===== config.mk =====
export PLATFORM = sky130hd
export DESIGN_NAME = pwli_arith
export DESIGN_NICKNAME = d
export VERILOG_FILES = /design/src/rtl/pwli_pkg.sv /design/src/rtl/pwli_arith.sv
export SDC_FILE = /design/constraint.sdc
export NUM_CORES = 2
export LEC_CHECK = 0
export ABC_AREA = 1
export BUFFER_PORTS_ARGS = -buffer_cell sky130_fd_sc_hd__buf_2
export CORE_ASPECT_RATIO = 0.9
export CORE_MARGIN = 3
export CORE_UTILIZATION = 40
export CTS_CLUSTER_SIZE = 20
export DETAILED_ROUTE_END_ITERATION = 16
export GPL_ROUTABILITY_DRIVEN = 0
export RECOVER_POWER = 25
export SYNTH_ARGS = -nofsm -noshare
export SYNTH_HDL_FRONTEND = slang
export SYNTH_SLANG_ARGS = --single-unit

===== constraint.sdc =====
create_clock -name clk -period 8 [get_ports clk]
set_clock_uncertainty 0.05 [all_clocks]
set_input_delay 1.2 -clock clk [delete_from_list [all_inputs] [get_ports clk]]
set_output_delay 1.2 -clock clk [all_outputs]
set_load 0.02 [all_outputs]

===== src/rtl/pwli_pkg.sv =====
// ----------------------------------------------------------------------------
// pwli_pkg - shared types and constants of the piecewise linear interpolator
// words of both channels, breakpoint and search token layout, status codes
// ----------------------------------------------------------------------------
package pwli_pkg;

  localparam int CFG_W = 5;
  localparam int DIV_CYCLES = 32;
  localparam int CNT_W = $clog2(DIV_CYCLES);

  localparam logic ACTION_LOAD = 1'b0;
  localparam logic ACTION_QUERY = 1'b1;

  localparam logic [1:0] STATUS_OK = 2'd0;
  localparam logic [1:0] STATUS_ZERO_WIDTH = 2'd1;
  localparam logic [1:0] STATUS_SATURATED = 2'd2;

  localparam logic signed [31:0] RES_MAX = 32'sh7FFF_FFFF;
  localparam logic signed [31:0] RES_MIN = 32'sh8000_0000;

  typedef struct packed {
    logic              action;
    logic [3:0]        point_index;
    logic signed [31:0] x_value;
    logic signed [31:0] y_value;
  } pwli_in_t;

  typedef struct packed {
    logic signed [31:0] result_value;
    logic [1:0]        status;
  } pwli_out_t;

  typedef struct packed {
    logic signed [31:0] x;
    logic signed [31:0] y;
  } pwli_point_t;

  typedef struct packed {
    logic              valid;
    logic              done;
    logic              pend;
    logic signed [31:0] x0;
    pwli_point_t       lo;
    pwli_point_t       hi;
  } pwli_token_t;

  typedef enum logic [1:0] {
    ST_IDLE,
    ST_SEARCH,
    ST_CALC
  } pwli_state_t;

  typedef enum logic [2:0] {
    PH_IDLE,
    PH_MUL,
    PH_DIV,
    PH_FIN,
    PH_DONE
  } pwli_phase_t;

endpackage


===== src/rtl/pwli_arith.sv =====
// ----------------------------------------------------------------------------
// pwli_arith - slope arithmetic of one query
// one 32x32 multiply, a restoring divide at two quotient bits per cycle,
// then offset, saturation and status
// ----------------------------------------------------------------------------
module pwli_arith (
  input  logic                  clk,
  input  logic                  rst,
  input  logic                  start,
  input  pwli_pkg::pwli_token_t seg,
  input  logic                  take,
  output logic                  res_valid,
  output pwli_pkg::pwli_out_t   res
);
  import pwli_pkg::*;

  localparam logic [CNT_W-1:0] CNT_LAST = CNT_W'(DIV_CYCLES - 1);

  function automatic logic [31:0] mag33(input logic signed [32:0] v);
    logic [32:0] n;
    n = v[32] ? 33'(-v) : 33'(v);
    return n[31:0];
  endfunction

  pwli_phase_t       phase, phase_next;
  logic [31:0]       mag_e, mag_dy, mag_dx;
  logic              neg, zero_w;
  logic signed [31:0] y_base;
  logic [63:0]       num, num_step;
  logic [31:0]       rem, rem_step;
  logic [CNT_W-1:0]  cnt;

  logic signed [32:0] ex, dy, dx;
  logic [32:0]       t1, t2;
  logic              q1, q2;
  logic              q_big;
  logic signed [41:0] q_s, sum;
  pwli_out_t         fin;

  assign ex = {seg.x0[31], seg.x0} - {seg.lo.x[31], seg.lo.x};
  assign dy = {seg.hi.y[31], seg.hi.y} - {seg.lo.y[31], seg.lo.y};
  assign dx = {seg.hi.x[31], seg.hi.x} - {seg.lo.x[31], seg.lo.x};

  // two restoring steps
  always_comb begin
    t1 = {rem, num[63]};
    q1 = t1 >= {1'b0, mag_dx};
    if (q1) begin
      t1 = t1 - {1'b0, mag_dx};
    end
    t2 = {t1[31:0], num[62]};
    q2 = t2 >= {1'b0, mag_dx};
    if (q2) begin
      t2 = t2 - {1'b0, mag_dx};
    end
    rem_step = t2[31:0];
    num_step = {num[61:0], q1, q2};
  end

  always_comb begin
    q_big = (num[63:41] != '0) || (num[40] && (num[39:0] != '0));
    q_s   = {1'b0, num[40:0]};
    sum   = {{10{y_base[31]}}, y_base} + (neg ? -q_s : q_s);
    if (zero_w) begin
      fin.result_value = y_base;
      fin.status       = STATUS_ZERO_WIDTH;
    end else if (q_big) begin
      fin.result_value = neg ? RES_MIN : RES_MAX;
      fin.status       = STATUS_SATURATED;
    end else if (sum > 42'(RES_MAX)) begin
      fin.result_value = RES_MAX;
      fin.status       = STATUS_SATURATED;
    end else if (sum < 42'(RES_MIN)) begin
      fin.result_value = RES_MIN;
      fin.status       = STATUS_SATURATED;
    end else begin
      fin.result_value = sum[31:0];
      fin.status       = STATUS_OK;
    end
  end

  always_ff @(posedge clk) begin
    if (rst) begin
      phase <= PH_IDLE;
    end else begin
      phase <= phase_next;
    end
  end

  always_comb begin
    phase_next = phase;
    res_valid  = 1'b0;
    case (phase)
      PH_IDLE: begin
        if (start) begin
          phase_next = PH_MUL;
        end
      end
      PH_MUL: phase_next = PH_DIV;
      PH_DIV: begin
        if (cnt == CNT_LAST) begin
          phase_next = PH_FIN;
        end
      end
      PH_FIN: phase_next = PH_DONE;
      PH_DONE: begin
        res_valid = 1'b1;
        if (take) begin
          phase_next = PH_IDLE;
        end
      end
      default: phase_next = PH_IDLE;
    endcase
  end

  always_ff @(posedge clk) begin
    case (phase)
      PH_IDLE: begin
        mag_e  <= mag33(ex);
        mag_dy <= mag33(dy);
        mag_dx <= mag33(dx);
        neg    <= (ex[32] ^ dy[32]) ^ dx[32];
        zero_w <= (dx == '0);
        y_base <= seg.lo.y;
      end
      PH_MUL: begin
        num <= 64'(mag_e) * 64'(mag_dy);
        rem <= '0;
        cnt <= '0;
      end
      PH_DIV: begin
        num <= num_step;
        rem <= rem_step;
        cnt <= cnt + 1'b1;
      end
      PH_FIN: res <= fin;
      default: ;
    endcase
  end

endmodule


==> flow_metrics.env <==
export IMPL_outcome="finished, violations left"
export IMPL_violations="max-capacitance violations, max-slew violations"
export IMPL_clock_path_buffers=3
export IMPL_rsz0062_at_grt="false"
export IMPL_clkTransAtPathRegs_ns=0.06
export IMPL_route_detailed_drc=0
export IMPL_ant_nets=0
export IMPL_post_drt_via_cell_ratio=5.056
export IMPL_io_pins=202
export IMPL_synth_main_ff_cell="edfxtp_1"
export IMPL_crit_fanout=24
export IMPL_dieArea_um2=161600
export IMPL_yosys_warnings=0
export IMPL_die_w_um=423.4
export IMPL_drive_gt1_share_pct=5.354
export IMPL_crit_path_frequent_cell="fa_1"
export IMPL_path_delay_family="adder cells"
export IMPL_overflow=0
export IMPL_cts_tree="built"
export IMPL_dp_hpwl_um=155300
export IMPL_hold_viol_final=0
export IMPL_yosysSeqAreaShare_pct=12.78
export IMPL_ys_types=64
export IMPL_final_nets=10370
export IMPL_synth_area_um2=62730
export IMPL_critical_path_required_ns=8.23
export IMPL_coreArea_um2=155300
export IMPL_path_depth=24
export IMPL_syn_avg_cell_area_um2=7.185
export IMPL_fin_hold_ws_ns=0.5017
export IMPL_cp_arrival_ns=7.87
export IMPL_slew_viol_final=112
export IMPL_criticalPathCategory="reg2reg"
export IMPL_grt_usage_pct=23.39
export IMPL_drt_iter0_markers=4727
export IMPL_num_vias=55310
export IMPL_antenna_found_initial=3
export IMPL_h_tree_depth=2
export IMPL_min_path_cells=2
export IMPL_die_h_um=381.7
export IMPL_ff2ff_path_depth=24
export IMPL_min_path_type="reg2reg"
export IMPL_cp_slowest_stage_delay_ns=0.64
export IMPL_placementRows=137
export IMPL_tightest_slew_ns=3.133
export IMPL_cts_sinks=268
export IMPL_period_share_pct=95.49
export IMPL_synth_cells=8730
export IMPL_syn_nets=10270
export IMPL_grt_pass1_vias=55880
export IMPL_port_buffers=198
export IMPL_routedWlPerCell_um=17.18
export IMPL_grt_max_degree=142
export IMPL_nFillCells=16080
export IMPL_cts_buffers=34
export IMPL_max_slew_margin_pct=-109.6
export IMPL_setup_tns_ns=0
export IMPL_critPathSlowestCell="edfxtp_1"
export IMPL_cts_root_buffer="clkbuf_16"
export IMPL_path_cells="buf_12, nand2_1, inv_1, fa_1, fa_1, inv_1, fa_1, fa_1, inv_1, fa_1, fa_1, fa_1, fa_1, ha_1, a21oi_1, o21ai_0, a21oi_1, o21ai_0, nand2_1, nand3_1, a21o_1, a21oi_1, xor2_1, o21ai_0"
export IMPL_setup_viol=0
export IMPL_wl_um=187900
export IMPL_maxCapViolCount=3
export IMPL_critPathLaunchType="flip-flop"
export IMPL_drtPass1Iterations=6
export IMPL_period_needed_ns=7.639
export IMPL_crit_buf_inv=4
export IMPL_synthArstFlopShare_pct=0
export IMPL_initial_core_util_pct=40.39
export IMPL_syn2layout_area_growth_pct=8.302
export IMPL_grt_pass1_wl_um=304200
export IMPL_endpoint_kind="flip-flop"
export IMPL_hold_buffers=0
export IMPL_max_freq_mhz=130.9
export IMPL_clk_insertion_delay_late_ns=0.58
export IMPL_ys_ff_latch=268
export IMPL_synth_edf_count=265
[timing repair]
item,4_1_cts,5_1_grt
endpoints found under the setup margin,0,28
buffers inserted,0,21
gates resized for setup,0,3
[worst register-to-register path, delay by kind of cell, from the launching register on]
family | cells | cell delay [ns]
adder cells (fa/ha/maj) | 9 | 4.40
AO/OA/AOI/OAI | 7 | 1.23
flip-flops | 1 | 0.64
buffers and inverters | 4 | 0.43
AND/OR/NAND/NOR | 3 | 0.40
XOR/XNOR | 1 | 0.20
[logic make-up (layout without fill, tap and decap cells)]
family	after synthesis	count (layout)	share of synthesized area (%)
xor gates and xnor gates	268	268	3.880
adders and majority gates	1372	1372	38.16
buffers and inverters	2441	2564	14.80
and+or+nand+nor	3640	3640	23.78
DFF	268	268	12.78
AOI/OAI and AO/OA	741	741	6.599
other	0	2	0
[cells in the final DEF, fill, tap and decap left out, types with 7 or more instances in the layout]
master	n
nand2_1	2343
inv_1	2158
fa_1	902
nor2_1	667
ha_1	470
nand3_1	338
a21oi_1	292
edfxtp_1	265
o21ai_0	264
xor2_1	172
buf_2	167
nand4_1	111
xnor2_1	86
buf_4	71
nor3_1	53
buf_12	52
a31oi_1	44
clkbuf_1	39
clkbuf_16	35
o21bai_1	32
a21o_1	26
o21ai_1	22
nor2_2	21
nor4_1	20
or2_2	19
inv_2	16
nand3b_1	13
nand3_2	12
o21a_1	12
nand2_2	12
a21boi_0	9
o211ai_1	8
a21oi_2	7
[cell type report]
type	count	area, µm²	area share (%)
clock buffers	44	919.6	1.354
repair buffers	322	2537	3.735
well taps	2085	2609	3.840
inverters	2181	8188	12.05
clock inverters	17	221.5	0.3260
multi-input cells	6021	45430	66.88
flip-flops and latches	268	8018	11.80
diodes	2	5.005	0.007367
[flip-flops by register name (all words and copies together), names as in the netlist, 3 cells and up]
name / flops
mag_dx: 32
y_base: 32
mag_dy: 32
res: 34
rem: 32
cnt: 5
mag_e: 32
num: 64
phase: 3
[worst paths after layout]
| path | from | to | slack, ns |
|---|---|---|---|
| hold / removal | num[53] | num[55] | 0.50 |
| setup / recovery | mag_dy[10] | num[56] | 0.36 |
| hold reg to reg | num[53] | num[55] | 0.50 |
| setup reg to reg | mag_dy[10] | num[56] | 0.36 |
[synthesized netlist by cell type, drive strengths merged (8+ instances only)]
library cell  count  area [µm²]
or2              22       137.6
fa              902       18060
a21boi           12       90.08
nand3           350        1807
a21oi           301        1555
nor2            694        2703
nor3             60       341.6
inv            2175        8164
o21bai           34       270.3
nor4             23       156.4
nand3b           13       97.59
edfxtp          265        7958
buf              34       249.0
o21ai           289        1465
xor2            178        1615
nand4           112       706.9
clkbuf          226       848.3
o21a             12       90.09
o211ai            8       60.06
xnor2            90       818.3
a31oi            44       275.3
ha              470        5881
nand2          2357        8892
a21o             26       195.2
[metal layers]
layer | vias up | track usage (%) | part of all wire, %
met5 | - | 0 | 0
met4 | 0 | 5.592 | 2.5
met3 | 284 | 2.909 | 6.9
met2 | 1885 | 38.47 | 46
met1 | 26760 | 32.77 | 45
li1 | 26390 | - | -
[metrics by stage]
stage                     util [%]  area, µm²  setup WS (ns)  instances
after floorplan                  -      62730          1.148       8730
after global placement       42.88      66590         0.1856      10860
after detailed placement     42.88      66590         0.1322      10860
after CTS                    43.61      67730        0.09283      10920
after global routing         43.74      67930      0.0001421      10940
final                        43.74      67930         0.3606      10940
Power is left out: the tool's default activity adds up to more than one toggle a clock period on the data nets, which glitch-free logic cannot reach.
