### src/rtl/pwli_pkg.sv
// ----------------------------------------------------------------------------
// pwli_pkg - shared types and constants of the piecewise linear interpolator
// words of both channels, breakpoint and search token layout, status codes
// ----------------------------------------------------------------------------
package pwli_pkg;

  localparam int CFG_W = 5;
  localparam int DIV_CYCLES = 32;
  localparam int CNT_W = $clog2(DIV_CYCLES);

  localparam logic ACTION_LOAD = 1'b0;
  localparam logic ACTION_QUERY = 1'b1;

  localparam logic [1:0] STATUS_OK = 2'd0;
  localparam logic [1:0] STATUS_ZERO_WIDTH = 2'd1;
  localparam logic [1:0] STATUS_SATURATED = 2'd2;

  localparam logic signed [31:0] RES_MAX = 32'sh7FFF_FFFF;
  localparam logic signed [31:0] RES_MIN = 32'sh8000_0000;

  typedef struct packed {
    logic              action;
    logic [3:0]        point_index;
    logic signed [31:0] x_value;
    logic signed [31:0] y_value;
  } pwli_in_t;

  typedef struct packed {
    logic signed [31:0] result_value;
    logic [1:0]        status;
  } pwli_out_t;

  typedef struct packed {
    logic signed [31:0] x;
    logic signed [31:0] y;
  } pwli_point_t;

  typedef struct packed {
    logic              valid;
    logic              done;
    logic              pend;
    logic signed [31:0] x0;
    pwli_point_t       lo;
    pwli_point_t       hi;
  } pwli_token_t;

  typedef enum logic [1:0] {
    ST_IDLE,
    ST_SEARCH,
    ST_CALC
  } pwli_state_t;

  typedef enum logic [2:0] {
    PH_IDLE,
    PH_MUL,
    PH_DIV,
    PH_FIN,
    PH_DONE
  } pwli_phase_t;

endpackage

### src/rtl/pwli_cell.sv
// ----------------------------------------------------------------------------
// pwli_cell - one breakpoint slot of the search chain
// holds one (x, y) pair and passes the segment search token to the next cell
// ----------------------------------------------------------------------------
module pwli_cell #(
  parameter int MAX_POINTS = 16,
  parameter int IDX = 0
) (
  input  logic                         clk,
  input  logic                         rst,
  input  logic                         wr_en,
  input  logic [3:0]                   wr_slot,
  input  pwli_pkg::pwli_point_t        wr_point,
  input  logic [$clog2(MAX_POINTS+1)-1:0] num_points,
  input  pwli_pkg::pwli_point_t        prev_point,
  input  pwli_pkg::pwli_token_t        tok_in,
  output pwli_pkg::pwli_point_t        point,
  output pwli_pkg::pwli_token_t        tok_out
);
  import pwli_pkg::*;

  localparam int CW = $clog2(MAX_POINTS + 1);
  localparam logic FIRST = (IDX == 0);

  logic        gt;
  logic        last;
  pwli_token_t tok_next;

  assign gt   = point.x > tok_in.x0;
  assign last = (num_points == CW'(IDX + 1));

  always_comb begin
    tok_next = tok_in;
    tok_next.pend = FIRST ? gt : 1'b0;
    tok_next.done = tok_in.done || (!FIRST && (gt || tok_in.pend || last));
    if (!tok_in.done && !FIRST) begin
      tok_next.lo = prev_point;
      tok_next.hi = point;
    end
  end

  always_ff @(posedge clk) begin
    if (wr_en && (32'(wr_slot) == 32'(IDX))) begin
      point <= wr_point;
    end
  end

  always_ff @(posedge clk) begin
    if (rst) begin
      tok_out.valid <= 1'b0;
    end else begin
      tok_out.valid <= tok_next.valid;
    end
    tok_out.done <= tok_next.done;
    tok_out.pend <= tok_next.pend;
    tok_out.x0   <= tok_next.x0;
    tok_out.lo   <= tok_next.lo;
    tok_out.hi   <= tok_next.hi;
  end

endmodule

### config.mk
export PLATFORM = sky130hd
export DESIGN_NAME = pwli_cell
export DESIGN_NICKNAME = d
export VERILOG_FILES = /design/src/rtl/pwli_pkg.sv /design/src/rtl/pwli_cell.sv
export SDC_FILE = /design/constraint.sdc
export NUM_CORES = 1
export LEC_CHECK = 0
export BUFFER_PORTS_ARGS = -buffer_cell sky130_fd_sc_hd__buf_2
export CAP_MARGIN = 20
export CORE_AREA = 2 2 205 207
export CTS_CLUSTER_DIAMETER = 200
export DETAILED_ROUTE_END_ITERATION = 10
export DIE_AREA = 0 0 207 209
export PLACE_DENSITY = 0.37
export SLEW_MARGIN = 10
export SYNTH_ARGS = -nofsm -noshare
export SYNTH_HDL_FRONTEND = slang
export SYNTH_SLANG_ARGS = --single-unit
### constraint.sdc
create_clock -name clk -period 16.4 [get_ports clk]
set_input_delay 0.82 -clock clk [delete_from_list [all_inputs] [get_ports clk]]
set_output_delay 0.82 -clock clk [all_outputs]
set_load 0.01 [all_outputs]
==> results.md, run 1 <==
* CP Capture Type: flop
* Netlist Area Pre-Place at 0.00601 mm^2
* Post-CTS setup buffers at 0
* Std-Cell Rows at 75
* Routed vias at 4,605
* Final min period at 2.38 ns
* Run status: completed
* Crit path DAT at 2.88 ns
* P_int at about 1 mW
* EDFF count, synth at 64
* Final-report hold violation count at 0
* XOR/XNOR share of the synthesized area at 0%
* Crit path required time at 16.89 ns
* Clock Pin Slew Worst Setup and Hold Paths at 0.06 ns
* Clk_lat worst skew at 0.56 ns
* Final setup fails at 0
* Die ar. at 0.0433 mm^2
* Share of layout cells above drive strength 1 at between 50% and 60%
* Setup CP Type: flop to flop
* Synth Flop Type: dfxtp_1
* Peak supply drop at 0.0000789 V
* CTS Hold Bufs at 0
* CTS Buf Count at 27
* Input/output buffers at 459
* Worst Hold Class: primary input to flop
* Crit start category: flop
* Initial Util at 14.6%
* H-tree levels at 1
* Pins Over Slew Limit at 0
* Synth top area share at 54.3%
* Max-Cap Viols at 0
* DR vias/cell at ~3.3
* # DRC at 0
* Core area at around 0.041 mm^2
* Combinational Power Share at under 10%
* YS warnings at 0
* TNS Setup at 0 ns
* Gr ovfl total at 0
* Post-cts resize count at 0
* Bufs on Longest Clock Path at 3
* Die X at between 200 and 250 um
* Clk Tree Root Cell: clkbuf_16
* Highest Clock Rate at around 0.42 GHz
* Gr usage total at around a tenth
* Clk network pwr share at 46.9%
* RSZ-0062 raised after global routing: false
* Synth top area cells: dfxtp_1 54%, edfxtp_1 32%, ha_1 6.7%
* Fill count at about 4,500
* I/O pins at 530
* Synth Area in Compound Gates at 2.71%
* Post-synthesis mux area share at 0.167%
* Avg WL per Cell at 16.2 um
* RD Place Congestion at 0.731
* Worst slew pin tran at approximately 0.95 ns
* Leakage at 4.74 nW
* Worst Skew at 0.00479 ns
* Clock Sinks at 227
* Initial antenna violation count at 16
* HPWL Detailed at roughly 18 mm
* Die H at 209 um
* Average cell area after synthesis at roughly 18 um^2
* Max transition margin at 36.7%
* Largest fanout on the critical path at 4
* Sequential share of the synthesized area at 86.3%
* Final WL at 22.6 mm
* Yosys top cell by area: dfxtp_1
* Period utilization at 14.5%
* CTS tree: built
* Post-Synth Simple-Gate Area at 2.17%
* First-pass GRT wire length at 31.8 mm
* Routed Antenna Nets at 0
* DR pass1 iterations at 4
* Asr flop ratio synth at 0%
* Yosys reg bits at approximately 230
* Vias in the first global route at 4,990
* Power Density at about 130 mW/mm^2
* Initial DRC count at 127
* Main combinational cell family by area after synthesis: adder cells
* Hold slack final at 0.357 ns
* Syn nets at 678
* Seq pwr share at ~47%
* Nets at ~1,200
* Distinct cell type count after synthesis at 22
* Synth Area in Adders at approximately 6.7%
* Syn Inst Count at approximately 340
* Sw Pwr at 293 uW
* Synth-to-Final Area Change at 64.9%
* Largest net degree at the start of global routing at 65
* Switching Fraction at between 20% and 30%
[power groups by stage]
stage | combinational [mW] | sequential [mW] | clock [mW]
2_1_floorplan | 0.0107 | 0.633 | 0
3_3_place_gp | 0.0852 | 0.619 | 0
3_5_place_dp | 0.0856 | 0.620 | 0
4_1_cts | 0.0858 | 0.608 | 0.642
5_1_grt | 0.0912 | 0.609 | 0.659
6_report | 0.0828 | 0.607 | 0.609
[synth_stat cells (3+ instances only)]
| master | count |
|---|---|
| nand3_1 | 3 |
| nand4_1 | 7 |
| o21ai_0 | 4 |
| a21o_1 | 4 |
| edfxtp_1 | 64 |
| nand2_1 | 6 |
| a21oi_1 | 11 |
| nor4_1 | 3 |
| dfxtp_1 | 163 |
| ha_1 | 32 |
| nor2_1 | 3 |
| inv_1 | 32 |
[per-layer routing]
| metal | vias to the layer above | share of wire, % | global-route usage [%] |
|---|---|---|---|
| met2 | 285 | 51 | 18.3 |
| met1 | 2079 | 33 | 9.45 |
| met5 | - | 0.50 | 0 |
| li1 | 2167 | - | - |
| met4 | 18 | 2.9 | 2.96 |
| met3 | 56 | 12 | 5.65 |
[metrics by stage]
stage                     power (mW)  cell area (um^2)  worst slack [ns]  util, %  instances
after global placement         0.705              8990             13.37     21.8       1342
after detailed placement       0.705              8990             13.32     21.8       1342
after CTS                       1.34              9900             13.77     24.0       1391
after global routing            1.36              9900             13.77     24.0       1391
final                           1.30              9910             14.02     24.0       1395
after floorplan                0.644              6010              8.65        -        343
[final cells by class]
class | count | area [um^2] | area share (%)
inverter | 32 | 120 | 1.21
antenna | 4 | 10.0 | 0.101
sequential | 227 | 5180 | 52.3
tap | 539 | 674 | 6.81
timing repair buffer | 460 | 2300 | 23.3
clock inverter | 15 | 171 | 1.73
multi-input combinational | 84 | 709 | 7.16
clock buffer | 34 | 732 | 7.39
[layout by cell type, fill, tap and decap left out, drive strengths merged]
cell     netlist  final
a21boi         1      1
buf            0    460
clkinv         0     10
inv           32     34
nor4           3      3
o31ai          1      1
o211ai         1      1
dfxtp        163    163
a21oi         12     12
diode          0      4
nor2b          2      2
nand2b         1      1
mux2i          1      1
nand2          6      6
nand3          3      3
ha            32     32
edfxtp        64     64
nand4          7      7
a221o          1      1
bufinv         0      3
nor2           3      3
a211oi         1      1
a21o           4      4
o2111ai        1      1
clkbuf         0     34
o21ai          4      4
[cell families (layout without fill, tap and decap cells)]
logic type | Yosys count | in the layout
flip-flops | 227 | 227
adder cells (fa/ha/maj) | 32 | 32
buffers and inverters | 32 | 541
AO/OA/AOI/OAI | 26 | 26
AND/OR/NAND/NOR | 25 | 25
multiplexers | 1 | 1
other | 0 | 4
[path summary, 6_finish.rpt]
| kind | slack, ns | startpoint | end | depth (start not counted) |
|---|---|---|---|---|
| max reg2reg | 14.02 | point[63] | tok_out[160] | 6 |
| max | 14.02 | point[63] | tok_out[160] | 6 |
| min reg2reg | 0.75 | point[63] | tok_out[160] | 2 |
| min | 0.36 | tok_in[126] | tok_out[126] | 1 |
[flip-flops by register name, indices dropped and copies added (netlist names)]
name,count
point,64
tok_out,163
[critical path, stage by stage, from the launching register on]
cell and delay (ns):
edfxtp_1 0.45, ha_1 0.37, nand4_1 0.20, nor4_1 0.68, o31ai_1 0.24, o2111ai_1 0.18
mux2i_1 0.20
Note: power is estimated with default switching activity, not from simulation.
==> inputs of run 2 (changes only) <==
Clock period 16.4 ns to 2.3 ns, I/O delays scaled along.
==> results.md, run 2 (synthesized netlist as in run 1, its figures left out) <==
* Routed vias at 5,413 (was 4,605)
* Core area at 0.0413 mm^2 (unchanged)
* Peak supply drop at 0.000646 V (was 0.0000789 V)
* Largest registers: tok_out x163, point x64 (unchanged)
* # DRC at 0 (unchanged)
* Initial Util at 14.6% (unchanged)
* Overall power after layout at 9.71 mW (was 1.30 mW)
* Gr ovfl total at 0 (unchanged)
* Final setup fails at 0 (unchanged)
* H-tree levels at 1 (unchanged)
* Run status: completed (unchanged)
* Power Density at 792 mW/mm^2 (was 131 mW/mm^2)
* Top delay family on crit path: compound AO/OA/AOI/OAI gates (was simple AND/OR/NAND/NOR gates)
* Worst slew pin tran at 0.451 ns (was 0.949 ns)
* DR pass1 iterations at 3 (was 4)
* Cells along the critical path: ha_1 > nand4_1 > nor2_1 > a221o_1 > o31ai_1 > o2111ai_1 > mux2i_1 (was ha_1 > nand4_1 > nor4_1 > o31ai_1 > o2111ai_1 > mux2i_1)
* Placed Cells incl. Taps at 1,344 (was 1,342)
* Max-Cap Viols at 0 (unchanged)
* Final WL at 24.6 mm (was 22.6 mm)
* Worst Skew at 0.00736 ns (was 0.00479 ns)
* Routed Antenna Nets at 0 (unchanged)
* Most flops, register: tok_out (unchanged)
* Crit path required time at 2.74 ns (was 16.89 ns)
* Clk Tree Root Cell: clkbuf_16 (unchanged)
* I/O pins at 530 (unchanged)
* Max transition margin at 69.9% (was 36.7%)
* Crit path DAT at 2.53 ns (was 2.88 ns)
* Most frequent cells in the layout: 459 x buf_2, 227 x dlygate4sd3_1, 163 x dfxtp_1, 64 x edfxtp_1 (was 459 x buf_2, 163 x dfxtp_1, 64 x edfxtp_1, 32 x inv_1, 32 x ha_1)
* Die ar. at 0.0433 mm^2 (unchanged)
* Slowest stage delay, CP at 0.39 ns (was 0.68 ns)
* Avg WL per Cell at 15.1 um (was 16.2 um)
* Largest net degree at the start of global routing at 65 (unchanged)
* Vias in the first global route at 6,128 (was 4,990)
* Most common cell after layout, fill and taps aside: buf_2 (unchanged)
* Largest fanout on the critical path at 3 (was 4)
* Initial DRC count at 96 (was 127)
* Bufs on Longest Clock Path at 3 (unchanged)
* Input/output buffers at 459 (unchanged)
* Setup CP Type: flop to flop (unchanged)
* Initial antenna violation count at 7 (was 16)
* Leakage at 5.73 nW (was 4.74 nW)
* First-pass GRT wire length at 36.5 mm (was 31.8 mm)
* Std-Cell Rows at 75 (unchanged)
* Clock Sinks at 227 (unchanged)
* Die H at 209 um (unchanged)
* Share of layout cells above drive strength 1 at 47.0% (was 59.4%)
* Util after Layout at 29.7% (was 24.0%)
* Highest Clock Rate at 0.478 GHz (was 0.419 GHz)
* Worst Hold Class: primary input to flop (unchanged)
* Die X at 207 um (unchanged)
* Nets at 1,396 (was 1,167)
* Clock Pin Slew Worst Setup and Hold Paths at 0.06 ns (about the same)
* Pins Over Slew Limit at 0 (unchanged)
* Finished Layout Cells at 1,626 (was 1,395)
* Final-report hold violation count at 0 (unchanged)
* WP buf/inv at 0 (unchanged)
* Gr usage total at 11.0% (was 10.0%)
* CP max-delay cell: edfxtp_1 (was nor4_1)
* Clk_lat worst skew at 0.56 ns (about the same)
* RSZ-0062 raised after global routing: false (unchanged)
* CTS tree: built (unchanged)
* RD Place Congestion at 0.745 (was 0.731)
* Final min period at 2.09 ns (was 2.38 ns)
* CTS Buf Count at 27 (unchanged)
* DR vias/cell at 3.33 (was 3.30)
* Largest register FFs at 163 (unchanged)
* Period utilization at 90.9% (was 14.5%)
* Synth-to-Final Area Change at 104% (was 64.9%)
* Fill count at 4,263 (was 4,480)
* CP Capture Type: flop (unchanged)
* HPWL Detailed at 18.7 mm (was 18.4 mm)
* Crit start category: flop (unchanged)
-- run 2: changes by cell type in the layout (fill, tap and decap cells not counted), sizes merged --
| cell | previous run | this run |
|---|---|---|
| diode | 4 | 5 |
| dlygate4sd3 | 0 | 227 |
| clkinv | 10 | 4 |
| buf | 460 | 462 |
| bufinv | 3 | 1 |
| clkbuf | 34 | 44 |
| inv | 34 | 33 |
-- run 2: area by class of cell --
cell class                 count  area [um^2]  share of cell area (%)
clock buffer                  44          873                    7.12
tap                          539          674                    5.50
clock inverter                 6         73.8                   0.602
antenna                        5         12.5                   0.102
inverter                      32          120                   0.979
sequential                   227         5180                    42.3
timing repair buffer         689         4600                    37.5
multi-input combinational     84          726                    5.91
-- run 2: through the flow --
step | setup WS, ns | TNS (ns) | hold slack, ns | instance area, um^2
floorplan | -0.418 | -26.75 | 0.143 | 6030
global placement | 0.186 | 0 | 0.218 | 9040
detailed placement | 0.157 | 0 | 0.219 | 9040
CTS | 0.140 | 0 | 0.108 | 12300
global route | 0.0391 | 0 | 0.0960 | 12300
finish | 0.210 | 0 | 0.0905 | 12300
-- run 2: what timing repair did --
item	in CTS	in global routing
gates resized for setup	0	0
hold buffers	227	0
setup buffers	0	0
hold endpoints to repair	227	0
-- run 2: power breakdown --
group          total [mW]  internal, mW  leakage [nW]  switching, mW
sequential           4.33          4.29          1.95         0.0468
clock                4.47          2.72         0.468           1.75
combinational       0.913         0.543          3.31          0.370
-- run 2: metal layers --
metal	global-route usage, %	routed length (um)
met1	11.4	8980
met2	20.3	12600
met3	4.28	2190
met4	3.47	770
met5	0	16
-- run 2: worst min-delay path, stage by stage --
cell	delay, ns
buf_2	0.10
nor4_4	0.05
buf_12	0.18
-- run 2: final timing paths --
kind                   start      endpoint  slack, ns  depth (start not counted)
setup / recovery   point[46]  tok_out[160]       0.21                          7
setup reg to reg   point[46]  tok_out[160]       0.21                          7
hold reg to reg    point[63]  tok_out[160]       0.67                          2
hold / removal    wr_slot[1]     point[18]       0.09                          3
